### src/sv/ttxattr_pkg.sv
`timescale 1ns / 1ps

package ttxattr_pkg;

    // Field widths
    localparam int OP_W          = 2;
    localparam int CODE_W        = 8;
    localparam int COLOUR_W      = 3;
    localparam int CELL_COLOUR_W = 6;
    localparam int GLYPH_W       = 9;
    localparam int FLAGS_W       = 7;
    localparam int FRAME_W       = 6;
    localparam int CFG_DATA_W    = 6;
    localparam int CFG_INDEX_W   = 1;

    // Stream widths
    localparam int IN_TDATA_W    = 8;
    localparam int IN_TUSER_W    = 2;
    localparam int OUT_TDATA_W   = 24;

    typedef enum logic [OP_W-1:0] {
        OP_CHAR      = 2'd0,
        OP_ROW_END   = 2'd1,
        OP_FRAME_END = 2'd2
    } op_t;

    typedef enum logic [CFG_INDEX_W-1:0] {
        CFG_FLASH_HIDE   = 1'b0,
        CFG_FLASH_PERIOD = 1'b1
    } cfg_index_t;

    // Attribute flag bit positions
    localparam int AF_DBL   = 0;
    localparam int AF_SEP   = 1;
    localparam int AF_FLASH = 2;
    localparam int AF_BOX   = 3;
    localparam int AF_GRAPH = 4;
    localparam int AF_CONC  = 5;
    localparam int AF_HOLD  = 6;

    // Control codes
    localparam logic [CODE_W-1:0] CC_NUL       = 8'h00;
    localparam logic [CODE_W-1:0] CC_FLASH     = 8'h08;
    localparam logic [CODE_W-1:0] CC_STEADY    = 8'h09;
    localparam logic [CODE_W-1:0] CC_BOX_ON    = 8'h0a;
    localparam logic [CODE_W-1:0] CC_BOX_OFF   = 8'h0b;
    localparam logic [CODE_W-1:0] CC_NORMAL_HT = 8'h0c;
    localparam logic [CODE_W-1:0] CC_DOUBLE_HT = 8'h0d;
    localparam logic [CODE_W-1:0] CC_CONCEAL   = 8'h18;
    localparam logic [CODE_W-1:0] CC_SEP_ON    = 8'h19;
    localparam logic [CODE_W-1:0] CC_SEP_OFF   = 8'h1a;
    localparam logic [CODE_W-1:0] CC_BLACK_BG  = 8'h1c;
    localparam logic [CODE_W-1:0] CC_NEW_BG    = 8'h1d;
    localparam logic [CODE_W-1:0] CC_HOLD_ON   = 8'h1e;
    localparam logic [CODE_W-1:0] CC_HOLD_OFF  = 8'h1f;

    // Upper five bits of the alpha and graphics colour code groups
    localparam logic [4:0] CC_ALPHA_GROUP   = 5'b00000;
    localparam logic [4:0] CC_GRAPHIC_GROUP = 5'b00010;

    localparam logic [CODE_W-1:0]  CODE_SPACE  = 8'h20;
    localparam logic [CODE_W-1:0]  CTRL_LIMIT  = 8'h20;
    localparam logic [GLYPH_W-1:0] GLYPH_SPACE = 9'd32;
    localparam logic [GLYPH_W-1:0] MOSAIC_OFS_UPPER = 9'd64;
    localparam logic [GLYPH_W-1:0] MOSAIC_OFS_LOWER = 9'd96;
    localparam logic [GLYPH_W-1:0] MOSAIC_OFS_SEP   = 9'd64;

    localparam logic [COLOUR_W-1:0] COLOUR_BLACK = 3'd0;
    localparam logic [COLOUR_W-1:0] COLOUR_WHITE = 3'd7;

    localparam logic [CFG_DATA_W-1:0] RESET_FLASH_HIDE   = 6'd38;
    localparam logic [CFG_DATA_W-1:0] RESET_FLASH_PERIOD = 6'd50;

    typedef struct packed {
        logic [FLAGS_W-1:0]  flags;
        logic [COLOUR_W-1:0] fore;
        logic [COLOUR_W-1:0] back;
        logic [COLOUR_W-1:0] prev;
        logic [CODE_W-1:0]   held;
    } row_state_t;

    localparam row_state_t ROW_RESET = '{
        flags: '0,
        fore:  COLOUR_WHITE,
        back:  COLOUR_BLACK,
        prev:  COLOUR_WHITE,
        held:  CODE_SPACE
    };

    typedef struct packed {
        logic [CFG_DATA_W-1:0] hide_after;
        logic [CFG_DATA_W-1:0] period_last;
    } flash_cfg_t;

    typedef struct packed {
        logic                     skip;
        logic                     dbl;
        logic                     draw;
        logic [CELL_COLOUR_W-1:0] colour;
        logic [GLYPH_W-1:0]       glyph;
    } result_t;

endpackage

### src/sv/ttxattr_decode.sv
`timescale 1ns / 1ps

module ttxattr_decode (
    input  logic [ttxattr_pkg::OP_W-1:0]    op,
    input  logic [ttxattr_pkg::CODE_W-1:0]  code,
    input  ttxattr_pkg::row_state_t         row,
    input  logic [ttxattr_pkg::FRAME_W-1:0] flash_cnt,
    input  ttxattr_pkg::flash_cfg_t         cfg,
    output ttxattr_pkg::row_state_t         row_next,
    output logic [ttxattr_pkg::FRAME_W-1:0] frame_next,
    output ttxattr_pkg::result_t            res,
    output logic                            res_valid
);

    ttxattr_pkg::row_state_t             ctl;
    ttxattr_pkg::row_state_t             char_next;
    logic [ttxattr_pkg::CODE_W-1:0]      shown;
    logic [ttxattr_pkg::GLYPH_W-1:0]     glyph;
    logic [ttxattr_pkg::CELL_COLOUR_W-1:0] colour;
    logic [ttxattr_pkg::FRAME_W:0]       frame_inc;
    logic                                is_ctrl;
    logic                                blank;
    logic                                hidden;
    logic                                mosaic;

    // Control code effect; printable codes fall through every branch unchanged
    always_comb begin
        ctl = row;
        if (code[7:3] == ttxattr_pkg::CC_ALPHA_GROUP && code[2:0] != 3'd0) begin
            ctl.fore = code[2:0];
            ctl.prev = code[2:0];
            ctl.flags[ttxattr_pkg::AF_GRAPH] = 1'b0;
            ctl.flags[ttxattr_pkg::AF_CONC]  = 1'b0;
        end else if (code[7:3] == ttxattr_pkg::CC_GRAPHIC_GROUP && code[2:0] != 3'd0) begin
            ctl.fore = code[2:0];
            ctl.prev = code[2:0];
            ctl.flags[ttxattr_pkg::AF_GRAPH] = 1'b1;
            ctl.flags[ttxattr_pkg::AF_CONC]  = 1'b0;
        end else begin
            case (code)
                ttxattr_pkg::CC_FLASH:     ctl.flags[ttxattr_pkg::AF_FLASH] = 1'b1;
                ttxattr_pkg::CC_STEADY:    ctl.flags[ttxattr_pkg::AF_FLASH] = 1'b0;
                ttxattr_pkg::CC_BOX_ON:    ctl.flags[ttxattr_pkg::AF_BOX]   = 1'b1;
                ttxattr_pkg::CC_BOX_OFF:   ctl.flags[ttxattr_pkg::AF_BOX]   = 1'b0;
                ttxattr_pkg::CC_NORMAL_HT: ctl.flags[ttxattr_pkg::AF_DBL]   = 1'b0;
                ttxattr_pkg::CC_DOUBLE_HT: ctl.flags[ttxattr_pkg::AF_DBL]   = 1'b1;
                ttxattr_pkg::CC_CONCEAL:   ctl.flags[ttxattr_pkg::AF_CONC]  = 1'b1;
                ttxattr_pkg::CC_SEP_ON:    ctl.flags[ttxattr_pkg::AF_SEP]   = 1'b1;
                ttxattr_pkg::CC_SEP_OFF:   ctl.flags[ttxattr_pkg::AF_SEP]   = 1'b0;
                ttxattr_pkg::CC_BLACK_BG:  ctl.back = ttxattr_pkg::COLOUR_BLACK;
                ttxattr_pkg::CC_NEW_BG:    ctl.back = row.prev;
                ttxattr_pkg::CC_HOLD_ON:   ctl.flags[ttxattr_pkg::AF_HOLD]  = 1'b1;
                ttxattr_pkg::CC_HOLD_OFF:  ctl.flags[ttxattr_pkg::AF_HOLD]  = 1'b0;
                default: ;
            endcase
        end
    end

    // Shown code, colour and glyph of a character cell
    always_comb begin
        is_ctrl = (code < ttxattr_pkg::CTRL_LIMIT);
        blank   = (code == ttxattr_pkg::CC_NUL);
        if (is_ctrl) begin
            shown = ctl.flags[ttxattr_pkg::AF_HOLD] ? row.held : ttxattr_pkg::CODE_SPACE;
        end else begin
            shown = code;
        end

        colour = shown[7] ? {ctl.fore, ctl.back} : {ctl.back, ctl.fore};

        hidden = ctl.flags[ttxattr_pkg::AF_CONC]
              || (ctl.flags[ttxattr_pkg::AF_FLASH] && flash_cnt > cfg.hide_after);
        mosaic = ctl.flags[ttxattr_pkg::AF_GRAPH] && shown[5];

        char_next = ctl;
        if (hidden) begin
            glyph = ttxattr_pkg::GLYPH_SPACE;
        end else begin
            char_next.held = shown;
            glyph = {1'b0, shown};
            if (mosaic) begin
                glyph = glyph
                      + (shown[6] ? ttxattr_pkg::MOSAIC_OFS_UPPER
                                  : ttxattr_pkg::MOSAIC_OFS_LOWER)
                      + (ctl.flags[ttxattr_pkg::AF_SEP] ? ttxattr_pkg::MOSAIC_OFS_SEP
                                                       : '0);
            end
        end

        frame_inc = {1'b0, flash_cnt} + 7'd1;
    end

    // Select the effect of the item kind
    always_comb begin
        row_next   = row;
        frame_next = flash_cnt;
        res        = '0;
        res_valid  = 1'b0;
        case (ttxattr_pkg::op_t'(op))
            ttxattr_pkg::OP_CHAR: begin
                row_next   = char_next;
                res.glyph  = glyph;
                res.colour = colour;
                res.draw   = !blank || ctl.flags[ttxattr_pkg::AF_HOLD];
                res.dbl    = ctl.flags[ttxattr_pkg::AF_DBL];
                res.skip   = 1'b0;
                res_valid  = 1'b1;
            end
            ttxattr_pkg::OP_ROW_END: begin
                row_next   = ttxattr_pkg::ROW_RESET;
                res.glyph  = ttxattr_pkg::GLYPH_SPACE;
                res.skip   = row.flags[ttxattr_pkg::AF_DBL];
                res_valid  = 1'b1;
            end
            ttxattr_pkg::OP_FRAME_END: begin
                if (frame_inc > {1'b0, cfg.period_last} || frame_inc[ttxattr_pkg::FRAME_W]) begin
                    frame_next = '0;
                end else begin
                    frame_next = frame_inc[ttxattr_pkg::FRAME_W-1:0];
                end
            end
            default: ;
        endcase
    end

endmodule

### src/sv/teletext_serial_attribute_decoder.sv
`timescale 1ns / 1ps

// Teletext serial attribute decoder.
// Input stream (s_*): one transfer per item. s_tuser carries the item kind
// (character, end of row, end of frame), s_tdata the character byte.
// Output stream (m_*): one transfer per character or end of row, carrying
// glyph index, packed colour, draw flag, double-height flag and the
// skip-next-row flag. End of frame only advances the flash counter.
// Configuration (cfg_*): index 0 sets the flash hide threshold, index 1 the
// last value of the flash frame counter; write only while the block is idle.
// Each item is registered in the input register, and its result in the
// output register that drives m_tvalid.
// Throughput: one item per cycle while the receiver keeps up; row attributes
// update in the same cycle that decodes them, so items chain without bubbles.
// Reset (aresetn low, synchronous): both stages empty, row attributes to white
// on black with no flags, held character space, frame counter zero, registers
// to their defaults.
// When the receiver stalls, the result holds in the output register, the
// next item waits in the input register, and s_tready drops only when both
// are occupied.

module teletext_serial_attribute_decoder (
    input  logic                                 aclk,
    input  logic                                 aresetn,
    // s_tdata: [7:0] char_byte
    input  logic [ttxattr_pkg::IN_TDATA_W-1:0]   s_tdata,
    // s_tuser: [1:0] op
    input  logic [ttxattr_pkg::IN_TUSER_W-1:0]   s_tuser,
    input  logic                                 s_tvalid,
    output logic                                 s_tready,
    // m_tdata: [8:0] glyph_index, [14:9] cell_colour, [15] draw_cell,
    //          [16] double_height, [17] skip_next_row, [23:18] zero
    output logic [ttxattr_pkg::OUT_TDATA_W-1:0]  m_tdata,
    output logic                                 m_tvalid,
    input  logic                                 m_tready,
    input  logic                                 cfg_valid,
    output logic                                 cfg_ready,
    input  logic [ttxattr_pkg::CFG_INDEX_W-1:0]  cfg_index,
    input  logic [ttxattr_pkg::CFG_DATA_W-1:0]   cfg_data
);

    // Input stage
    logic                                 in_valid_reg;
    logic [ttxattr_pkg::OP_W-1:0]         in_op_reg;
    logic [ttxattr_pkg::CODE_W-1:0]       in_code_reg;

    // Output stage
    logic                                 out_valid_reg;
    ttxattr_pkg::result_t                 out_res_reg;

    // Attribute state and configuration
    ttxattr_pkg::row_state_t              row_reg;
    ttxattr_pkg::row_state_t              row_next;
    logic [ttxattr_pkg::FRAME_W-1:0]      frame_reg;
    logic [ttxattr_pkg::FRAME_W-1:0]      frame_next;
    ttxattr_pkg::flash_cfg_t              cfg_reg;

    ttxattr_pkg::result_t                 res;
    logic                                 res_valid;
    logic                                 advance;
    logic                                 s_xfer;

    ttxattr_decode u_decode (
        .op          (in_op_reg),
        .code        (in_code_reg),
        .row         (row_reg),
        .flash_cnt   (frame_reg),
        .cfg         (cfg_reg),
        .row_next    (row_next),
        .frame_next  (frame_next),
        .res         (res),
        .res_valid   (res_valid)
    );

    // Retire the held item when its result has a slot, or when it makes none
    assign advance   = in_valid_reg && (!res_valid || !out_valid_reg || m_tready);
    assign s_tready  = !in_valid_reg || advance;
    assign s_xfer    = s_tvalid && s_tready;
    assign cfg_ready = 1'b1;

    // Input register: load on every transfer, drain on advance
    always_ff @(posedge aclk) begin
        if (!aresetn) begin
            in_valid_reg <= 1'b0;
        end else if (s_xfer) begin
            in_valid_reg <= 1'b1;
        end else if (advance) begin
            in_valid_reg <= 1'b0;
        end
    end

    always_ff @(posedge aclk) begin
        if (s_xfer) begin
            in_op_reg   <= s_tuser[ttxattr_pkg::OP_W-1:0];
            in_code_reg <= s_tdata[ttxattr_pkg::CODE_W-1:0];
        end
    end

    // Output register: hold while the receiver stalls
    always_ff @(posedge aclk) begin
        if (!aresetn) begin
            out_valid_reg <= 1'b0;
        end else if (advance && res_valid) begin
            out_valid_reg <= 1'b1;
        end else if (m_tready) begin
            out_valid_reg <= 1'b0;
        end
    end

    always_ff @(posedge aclk) begin
        if (advance && res_valid) begin
            out_res_reg <= res;
        end
    end

    // Advance attribute state once per retired item
    always_ff @(posedge aclk) begin
        if (!aresetn) begin
            row_reg   <= ttxattr_pkg::ROW_RESET;
            frame_reg <= '0;
        end else if (advance) begin
            row_reg   <= row_next;
            frame_reg <= frame_next;
        end
    end

    // Configuration writes
    always_ff @(posedge aclk) begin
        if (!aresetn) begin
            cfg_reg.hide_after  <= ttxattr_pkg::RESET_FLASH_HIDE;
            cfg_reg.period_last <= ttxattr_pkg::RESET_FLASH_PERIOD;
        end else if (cfg_valid && cfg_ready) begin
            case (ttxattr_pkg::cfg_index_t'(cfg_index))
                ttxattr_pkg::CFG_FLASH_HIDE:   cfg_reg.hide_after  <= cfg_data;
                ttxattr_pkg::CFG_FLASH_PERIOD: cfg_reg.period_last <= cfg_data;
                default: ;
            endcase
        end
    end

    assign m_tvalid = out_valid_reg;
    assign m_tdata  = {6'd0, out_res_reg.skip, out_res_reg.dbl, out_res_reg.draw,
                       out_res_reg.colour, out_res_reg.glyph};

endmodule

### config.mk
export PLATFORM = sky130hd
export DESIGN_NAME = teletext_serial_attribute_decoder
export DESIGN_NICKNAME = d
export VERILOG_FILES = /design/src/sv/ttxattr_pkg.sv /design/src/sv/ttxattr_decode.sv /design/src/sv/teletext_serial_attribute_decoder.sv
export SDC_FILE = /design/constraint.sdc
export NUM_CORES = 1
export LEC_CHECK = 0
export BUFFER_PORTS_ARGS = -buffer_cell sky130_fd_sc_hd__buf_2
export CAP_MARGIN = 10
export CORE_MARGIN = 2
export CORE_UTILIZATION = 49
export CTS_CLUSTER_SIZE = 28
export DETAILED_ROUTE_END_ITERATION = 7
export GPL_ROUTABILITY_DRIVEN = 0
export PLACE_DENSITY = 0.72
export SLEW_MARGIN = 25
export SYNTH_ARGS = -nofsm -noshare
export SYNTH_HDL_FRONTEND = slang
export SYNTH_SLANG_ARGS = --single-unit
### constraint.sdc
create_clock -name aclk -period 3.1 [get_ports aclk]
set_input_delay 0.465 -clock aclk [delete_from_list [all_inputs] [get_ports aclk]]
set_output_delay 0.465 -clock aclk [all_outputs]
set_load 0.01 [all_outputs]
==> results of run 1 <==
## cells in the mapped netlist, types with 8 or more instances
library cell	number
a21oi_1	18
dfxtp_1	43
inv_1	27
nor2_1	34
ha_1	16
a22oi_1	9
clkbuf_1	13
nand2_1	42
mux2i_1	9
buf_4	9
o21ai_0	15
edfxtp_1	28
o211ai_1	10
nand3_1	31
nor3_1	8
## layout make-up
class | count | area (um^2) | area share
flip-flops and latches | 71 | 1702 | 0.4114
multi-input cells | 272 | 1693 | 0.4093
repair buffers | 53 | 295.3 | 0.07139
inverters | 27 | 101.3 | 0.02450
well taps | 99 | 123.9 | 0.02995
clock buffers | 10 | 127.6 | 0.03085
clock inverters | 6 | 93.84 | 0.02269
## power by group
group	internal, W	switching (W)	leakage [nW]	total (W)
Sequential	0.00100	0.0000245	0.623	0.00102
Clock	0.000459	0.000363	0.107	0.000822
Combinational	0.0000765	0.000123	0.930	0.000199
Total	0.00154	0.000511	1.66	0.00205
## stage by stage
step,power (W),instances,setup slack (ns),cell area [um^2],util
4_1_cts,0.002055,538,0.1557,4136,0.5734
2_1_floorplan,0.001185,399,0.1664,3646,-
5_1_grt,0.002127,538,0.02871,4136,0.5734
3_5_place_dp,0.001243,522,0.1996,3915,0.5427
3_3_place_gp,0.001237,522,0.2782,3915,0.5427
6_report,0.002046,538,0.1378,4136,0.5734
## worst min path at each step
stage / to / slack (ns) / depth (start not counted)
2_1_floorplan: row_reg[21] / 0.43 / 2
3_3_place_gp: row_reg[21] / 0.44 / 2
3_5_place_dp: cfg_reg[9] / 0.45 / 2
4_1_cts: in_op_reg[1] / 0.28 / 1
5_1_grt: in_code_reg[0] / 0.27 / 1
6_report: in_op_reg[1] / 0.29 / 1
## worst max-delay path: stages (launching register included)
cell and delay (ns):
edfxtp_1 0.46, or3_1 0.48, o41ai_1 0.35, a21oi_1 0.16, ha_1 0.31, inv_1 0.05
ha_1 0.18, inv_1 0.06, fa_1 0.40, mux2_1 0.30, nor2_1 0.08
## cells by family (layout without fill, tap and decap cells)
logic type / count (synthesis) / in the layout
simple gates: 150 / 150
flops: 71 / 71
compound gates: 81 / 81
fa+ha+maj: 17 / 17
other cells: 2 / 7
buf+inv: 56 / 96
xor+xnor: 4 / 4
mux: 13 / 13
## per-layer routing
| metal | vias up | part of all wire | wire length, um |
|---|---|---|---|
| met4 | 0 | 0.014 | 106 |
| met5 | - | 0 | 0 |
| met3 | 10 | 0.072 | 545 |
| met1 | 1316 | 0.48 | 3621 |
| met2 | 130 | 0.43 | 3251 |
| li1 | 1469 | - | - |
==> metrics, run 1 <==
status=completed; R2R setup slack=0.14 ns; grt met1 use=0.2880; initial core utilization=0.5028; WP data arrival=3.18 ns; Startpoint Class=flip-flop; I/O Pins=just under 50; CP endpoint kind=flip-flop; Avg WL per Cell=13.99 um; most frequent cells in the layout=43 x dfxtp_1, 42 x nand2_1, 41 x buf_2; CTS Buf Count=9; busiest grt layer=met1; critical path data required time=3.32 ns; max reg flops=23; drt via density=~5.4; vias in the first global route=2,673; Pwr Density=494.6 mW/mm^2; crit path launch=in_code_reg[6]; CTS tree=yes; WS Path Type=reg -> reg; PortBufs=41; placed wire-length estimate=around 5500 um; number of synthesized flops with an enable pin=28; GRT Resource Usage Total=0.1943; Mapped Cells=about 390; die area=0.008106 mm^2; fin crit period=2.962 ns; first-pass GRT wire length=12,750 um; Skew-Pair Late Insertion Delay=about 0.36 ns; async set-reset flop share out of synthesis=0; HP Start=s_tuser[1]; setup TNS=0 ns; synth top area cells=dfxtp_1 24%, edfxtp_1 23%, ha_1 5.5%; dominant synthesized flop cell=dfxtp_1; clock sinks=71; FMAX=0.3376 GHz; Nets=473; post-synth top area share=0.2373; Pleak=approximately 1.7 nW; Routed Antenna Nets=0; largest net degree at the start of global routing=29; final number of setup-violating endpoints=0; skew final=0.01021 ns; layout cell share with drive strength beyond 1=0.1868; RSZ-0062 raised after global routing=no; Avg Cell Area, Syn=a little over 9 um^2; setup bufs post-CTS=0; clock buffer depth=2; Seq/Total Area, Yosys=0.4691; # diodes=0; post-synthesis compound-gate area fraction=0.1490; Adder-Cell Fraction of Synth Area=0.06071; fill count=approximately 660; Synth cell types=55; final WL=7525 um; max_cap viols=0; Post-Synth Simple-Gate Area=0.2018; largest family of logic cells by synthesized area=simple AND/OR/NAND/NOR gates; Slew @ Worst Pin=0.7685 ns; worst r2r dst=m_tdata[7]; Yosys reg bits=71; htree depth=3; detailed-route via count=approximately 3,000; Hold Slack=0.2853 ns; top cell type by total area after synthesis=dfxtp_1; # hold bufs at CTS=0; max_slew headroom=0.4866; Layout area overhead=14.04%; FF-to-FF Start=in_code_reg[6]; drt first pass iters=5; # DRC=0; Rows=31; Cell Area, Synth=about 0.0036 mm^2; Final Max Tran Viols=0; post-cts sizing count=0; Worst Path Max Fanout=5; DR iter-0 viols=370; die width=90.04 um; worst hold path class=in -> reg; grt ovf=0; core area=0.007214 mm^2; post-synthesis mux area share=0.03829; maximum vdd drop=369.0 uV; DIE HEIGHT=90.04 um; yosys warns=0; initial antenna violation count=0; xor/xnor share of the synthesized area=0.009659; FF-to-FF path depth=10; grt met2 use=0.2763; Hold Vio Cnt, Final=0; crit path capture=m_tdata[7]; period utilization=0.9555; Clock Pin Slew Worst Setup and Hold Paths=approximately 0.08 ns; GR Util met3=0.04778; commonest non-fill, non-tap cell in the layout=dfxtp_1; Root Buffer=clkbuf_8
Note: power is estimated with default switching activity, not from simulation.
==> run 2: changes to the inputs <==
Settings changed: CORE_UTILIZATION 49 to 50, GPL_TIMING_DRIVEN set to 0, PLACE_DENSITY 0.72 to 0.74.
==> metrics, run 2 (synthesized netlist as in run 1, its figures left out) <==
# DRC=0 (unchanged); Clock Pin Slew Worst Setup and Hold Paths=0.09 ns (was 0.08 ns); critical path data required time=3.33 ns (was 3.32 ns); htree depth=3 (unchanged); Routed Antenna Nets=0 (unchanged); Pleak=1.725 nW (was 1.660 nW); initial core utilization=0.5082 (was 0.5028); Layout area overhead=17.32% (was 14.04%); Crit path largest cell delay=0.40 ns (was 0.48 ns); skew final=0.01381 ns (was 0.01021 ns); maximum vdd drop=348.9 uV (was 369.0 uV); Pwr Density=470.6 mW/mm^2 (was 494.6 mW/mm^2); slowest CP cell=fa_1 (was or3_1); DIE HEIGHT=89.18 um (was 90.04 um); worst hold path cell count=1 (unchanged); core area=0.007137 mm^2 (was 0.007214 mm^2); drt first pass iters=5 (unchanged); WS Path Type=reg -> reg (unchanged); HP Start=s_tdata[2] (was s_tuser[1]); Highest Signal Layer=met4 (unchanged); max reg flops=23 (unchanged); CTS tree=yes (unchanged); Rows=31 (unchanged); drt via density=5.339 (was 5.437); FF-to-FF Start=in_code_reg[5] (was in_code_reg[6]); setup TNS=0 ns (unchanged); max_slew headroom=0.4976 (was 0.4866); final number of setup-violating endpoints=0 (unchanged); fill count=668 (was 662); worst hold endpoint=in_code_reg[2] (was in_op_reg[1]); max_cap viols=0 (unchanged); Storage cell area=0.001702 mm^2 (unchanged); Avg WL per Cell=14.16 um (was 13.99 um); Startpoint Class=flip-flop (unchanged); DR iter-0 viols=216 (was 370); met2 wire len=3500 um (was 3251 um); vias in the first global route=2,714 (was 2,673); layout cell share with drive strength beyond 1=0.2048 (was 0.1868); first-pass GRT wire length=13,030 um (was 12,750 um); placed wire-length estimate=5635 um (was 5457 um); die area=0.007952 mm^2 (was 0.008106 mm^2); post-layout instance area=0.004255 mm^2 (was 0.004136 mm^2); Nets=493 (was 473); Skew-Pair Late Insertion Delay=0.36 ns (about the same); most frequent cells in the layout=43 x buf_2, 43 x dfxtp_1, 42 x nand2_1 (was 43 x dfxtp_1, 42 x nand2_1, 41 x buf_2); Worst Path Max Fanout=10 (was 5); WP data arrival=3.22 ns (was 3.18 ns); GRT Resource Usage Total=0.2162 (was 0.1943); Slew @ Worst Pin=0.7521 ns (was 0.7685 ns); PortBufs=39 (was 41); CTS Buf Count=9 (unchanged); dpl cell area=0.003966 mm^2 (was 0.003915 mm^2); period utilization=0.9655 (was 0.9555); crit path buf inv count=4 (was 2); Final Max Tran Viols=0 (unchanged); CP endpoint kind=flip-flop (unchanged); final WL=7901 um (was 7525 um); fin crit period=2.993 ns (was 2.962 ns); grt ovf=0 (unchanged); status=completed (unchanged); FF-to-FF path depth=12 (was 10); CP delay by family, top=adder cells (unchanged); worst r2r dst=m_tdata[7] (unchanged); # diodes=0 (unchanged); multi-input combinational cell area=0.001727 mm^2 (was 0.001693 mm^2); met1 wire length=3681 um (was 3621 um); RSZ-0062 raised after global routing=no (unchanged); DR WL met3=541 um (was 545 um); worst hold path class=in -> reg (unchanged); clock sinks=71 (unchanged); R2R setup slack=0.11 ns (was 0.14 ns); largest net degree at the start of global routing=28 (was 29); initial antenna violation count=0 (unchanged); I/O Pins=49 (unchanged); FMAX=0.3341 GHz (was 0.3376 GHz); Hold Vio Cnt, Final=0 (unchanged); die width=89.18 um (was 90.04 um); clock buffer depth=2 (unchanged); Root Buffer=clkbuf_8 (unchanged); detailed-route via count=2,979 (was 2,925); crit path cell chain=or3_1, buf_6, buf_6, o41ai_4, a21oi_2, ha_1, inv_1, ha_1, inv_1, fa_1, mux2_1, nor2_1 (was or3_1, o41ai_1, a21oi_1, ha_1, inv_1, ha_1, inv_1, fa_1, mux2_1, nor2_1)
run 2: worst reg2reg max path: stages (launching register included):
cell and delay, ns:
edfxtp_1 0.38, or3_1 0.39, buf_6 0.15, buf_6 0.14, o41ai_4 0.31, a21oi_2 0.13
ha_1 0.30, inv_1 0.04, ha_1 0.19, inv_1 0.07, fa_1 0.40, mux2_1 0.30
nor2_1 0.09
run 2: what timing repair did:
action | 4_1_cts | 5_1_grt
hold buffers | 0 | 0
endpoints found under the hold margin | 0 | 0
pin swaps | 1 | 1
buffers inserted | 4 | 1
endpoints found under the setup margin | 1 | 2
gates resized for setup | 2 | 8
run 2: through the flow:
| step | power (W) | hold slack [ns] | setup slack, ns | util | cells |
|---|---|---|---|---|---|
| global placement | 0.001240 | 0.4401 | -0.04673 | 0.5556 | 537 |
| CTS | 0.002005 | 0.2741 | 0.01991 | 0.5901 | 557 |
| global route | 0.002091 | 0.2715 | 0.003332 | 0.5962 | 558 |
| floorplan | 0.001185 | 0.4312 | 0.1664 | - | 399 |
| detailed placement | 0.001247 | 0.4458 | -0.09784 | 0.5558 | 537 |
| finish | 0.002002 | 0.2827 | 0.1071 | 0.5962 | 558 |
run 2: layout make-up:
type	count	area share
inverter	27	0.02382
tap	99	0.02911
clock inverter	7	0.01911
timing repair buffer	44	0.05469
buffer	29	0.03852
sequential	71	0.3999
multi-input combinational	272	0.4058
clock buffer	9	0.02911
run 2: worst max path at each step:
stage,start,depth (start not counted),to,slack (ns)
after global routing,in_code_reg[5],12,m_tdata[7],0.003
after CTS,in_code_reg[2],12,m_tdata[7],0.02
final,in_code_reg[5],12,m_tdata[7],0.11
after floorplan,in_code_reg[5],12,m_tdata[7],0.17
after global placement,in_code_reg[6],12,m_tdata[7],-0.05
after detailed placement,in_code_reg[6],12,m_tdata[7],-0.1
run 2: routing by layer:
layer,global-route usage,vias up
li1,-,1507
met1,0.3018,1341
met2,0.3158,114
met3,0.05355,17
met4,0.1004,0
met5,0,-
run 2: report_power, final:
part           switching, W  leakage (nW)  internal, W
combinational      0.000131          1.01    0.0000837
clock              0.000385        0.0940     0.000381
sequential        0.0000224         0.623      0.00100
total              0.000538          1.72      0.00146
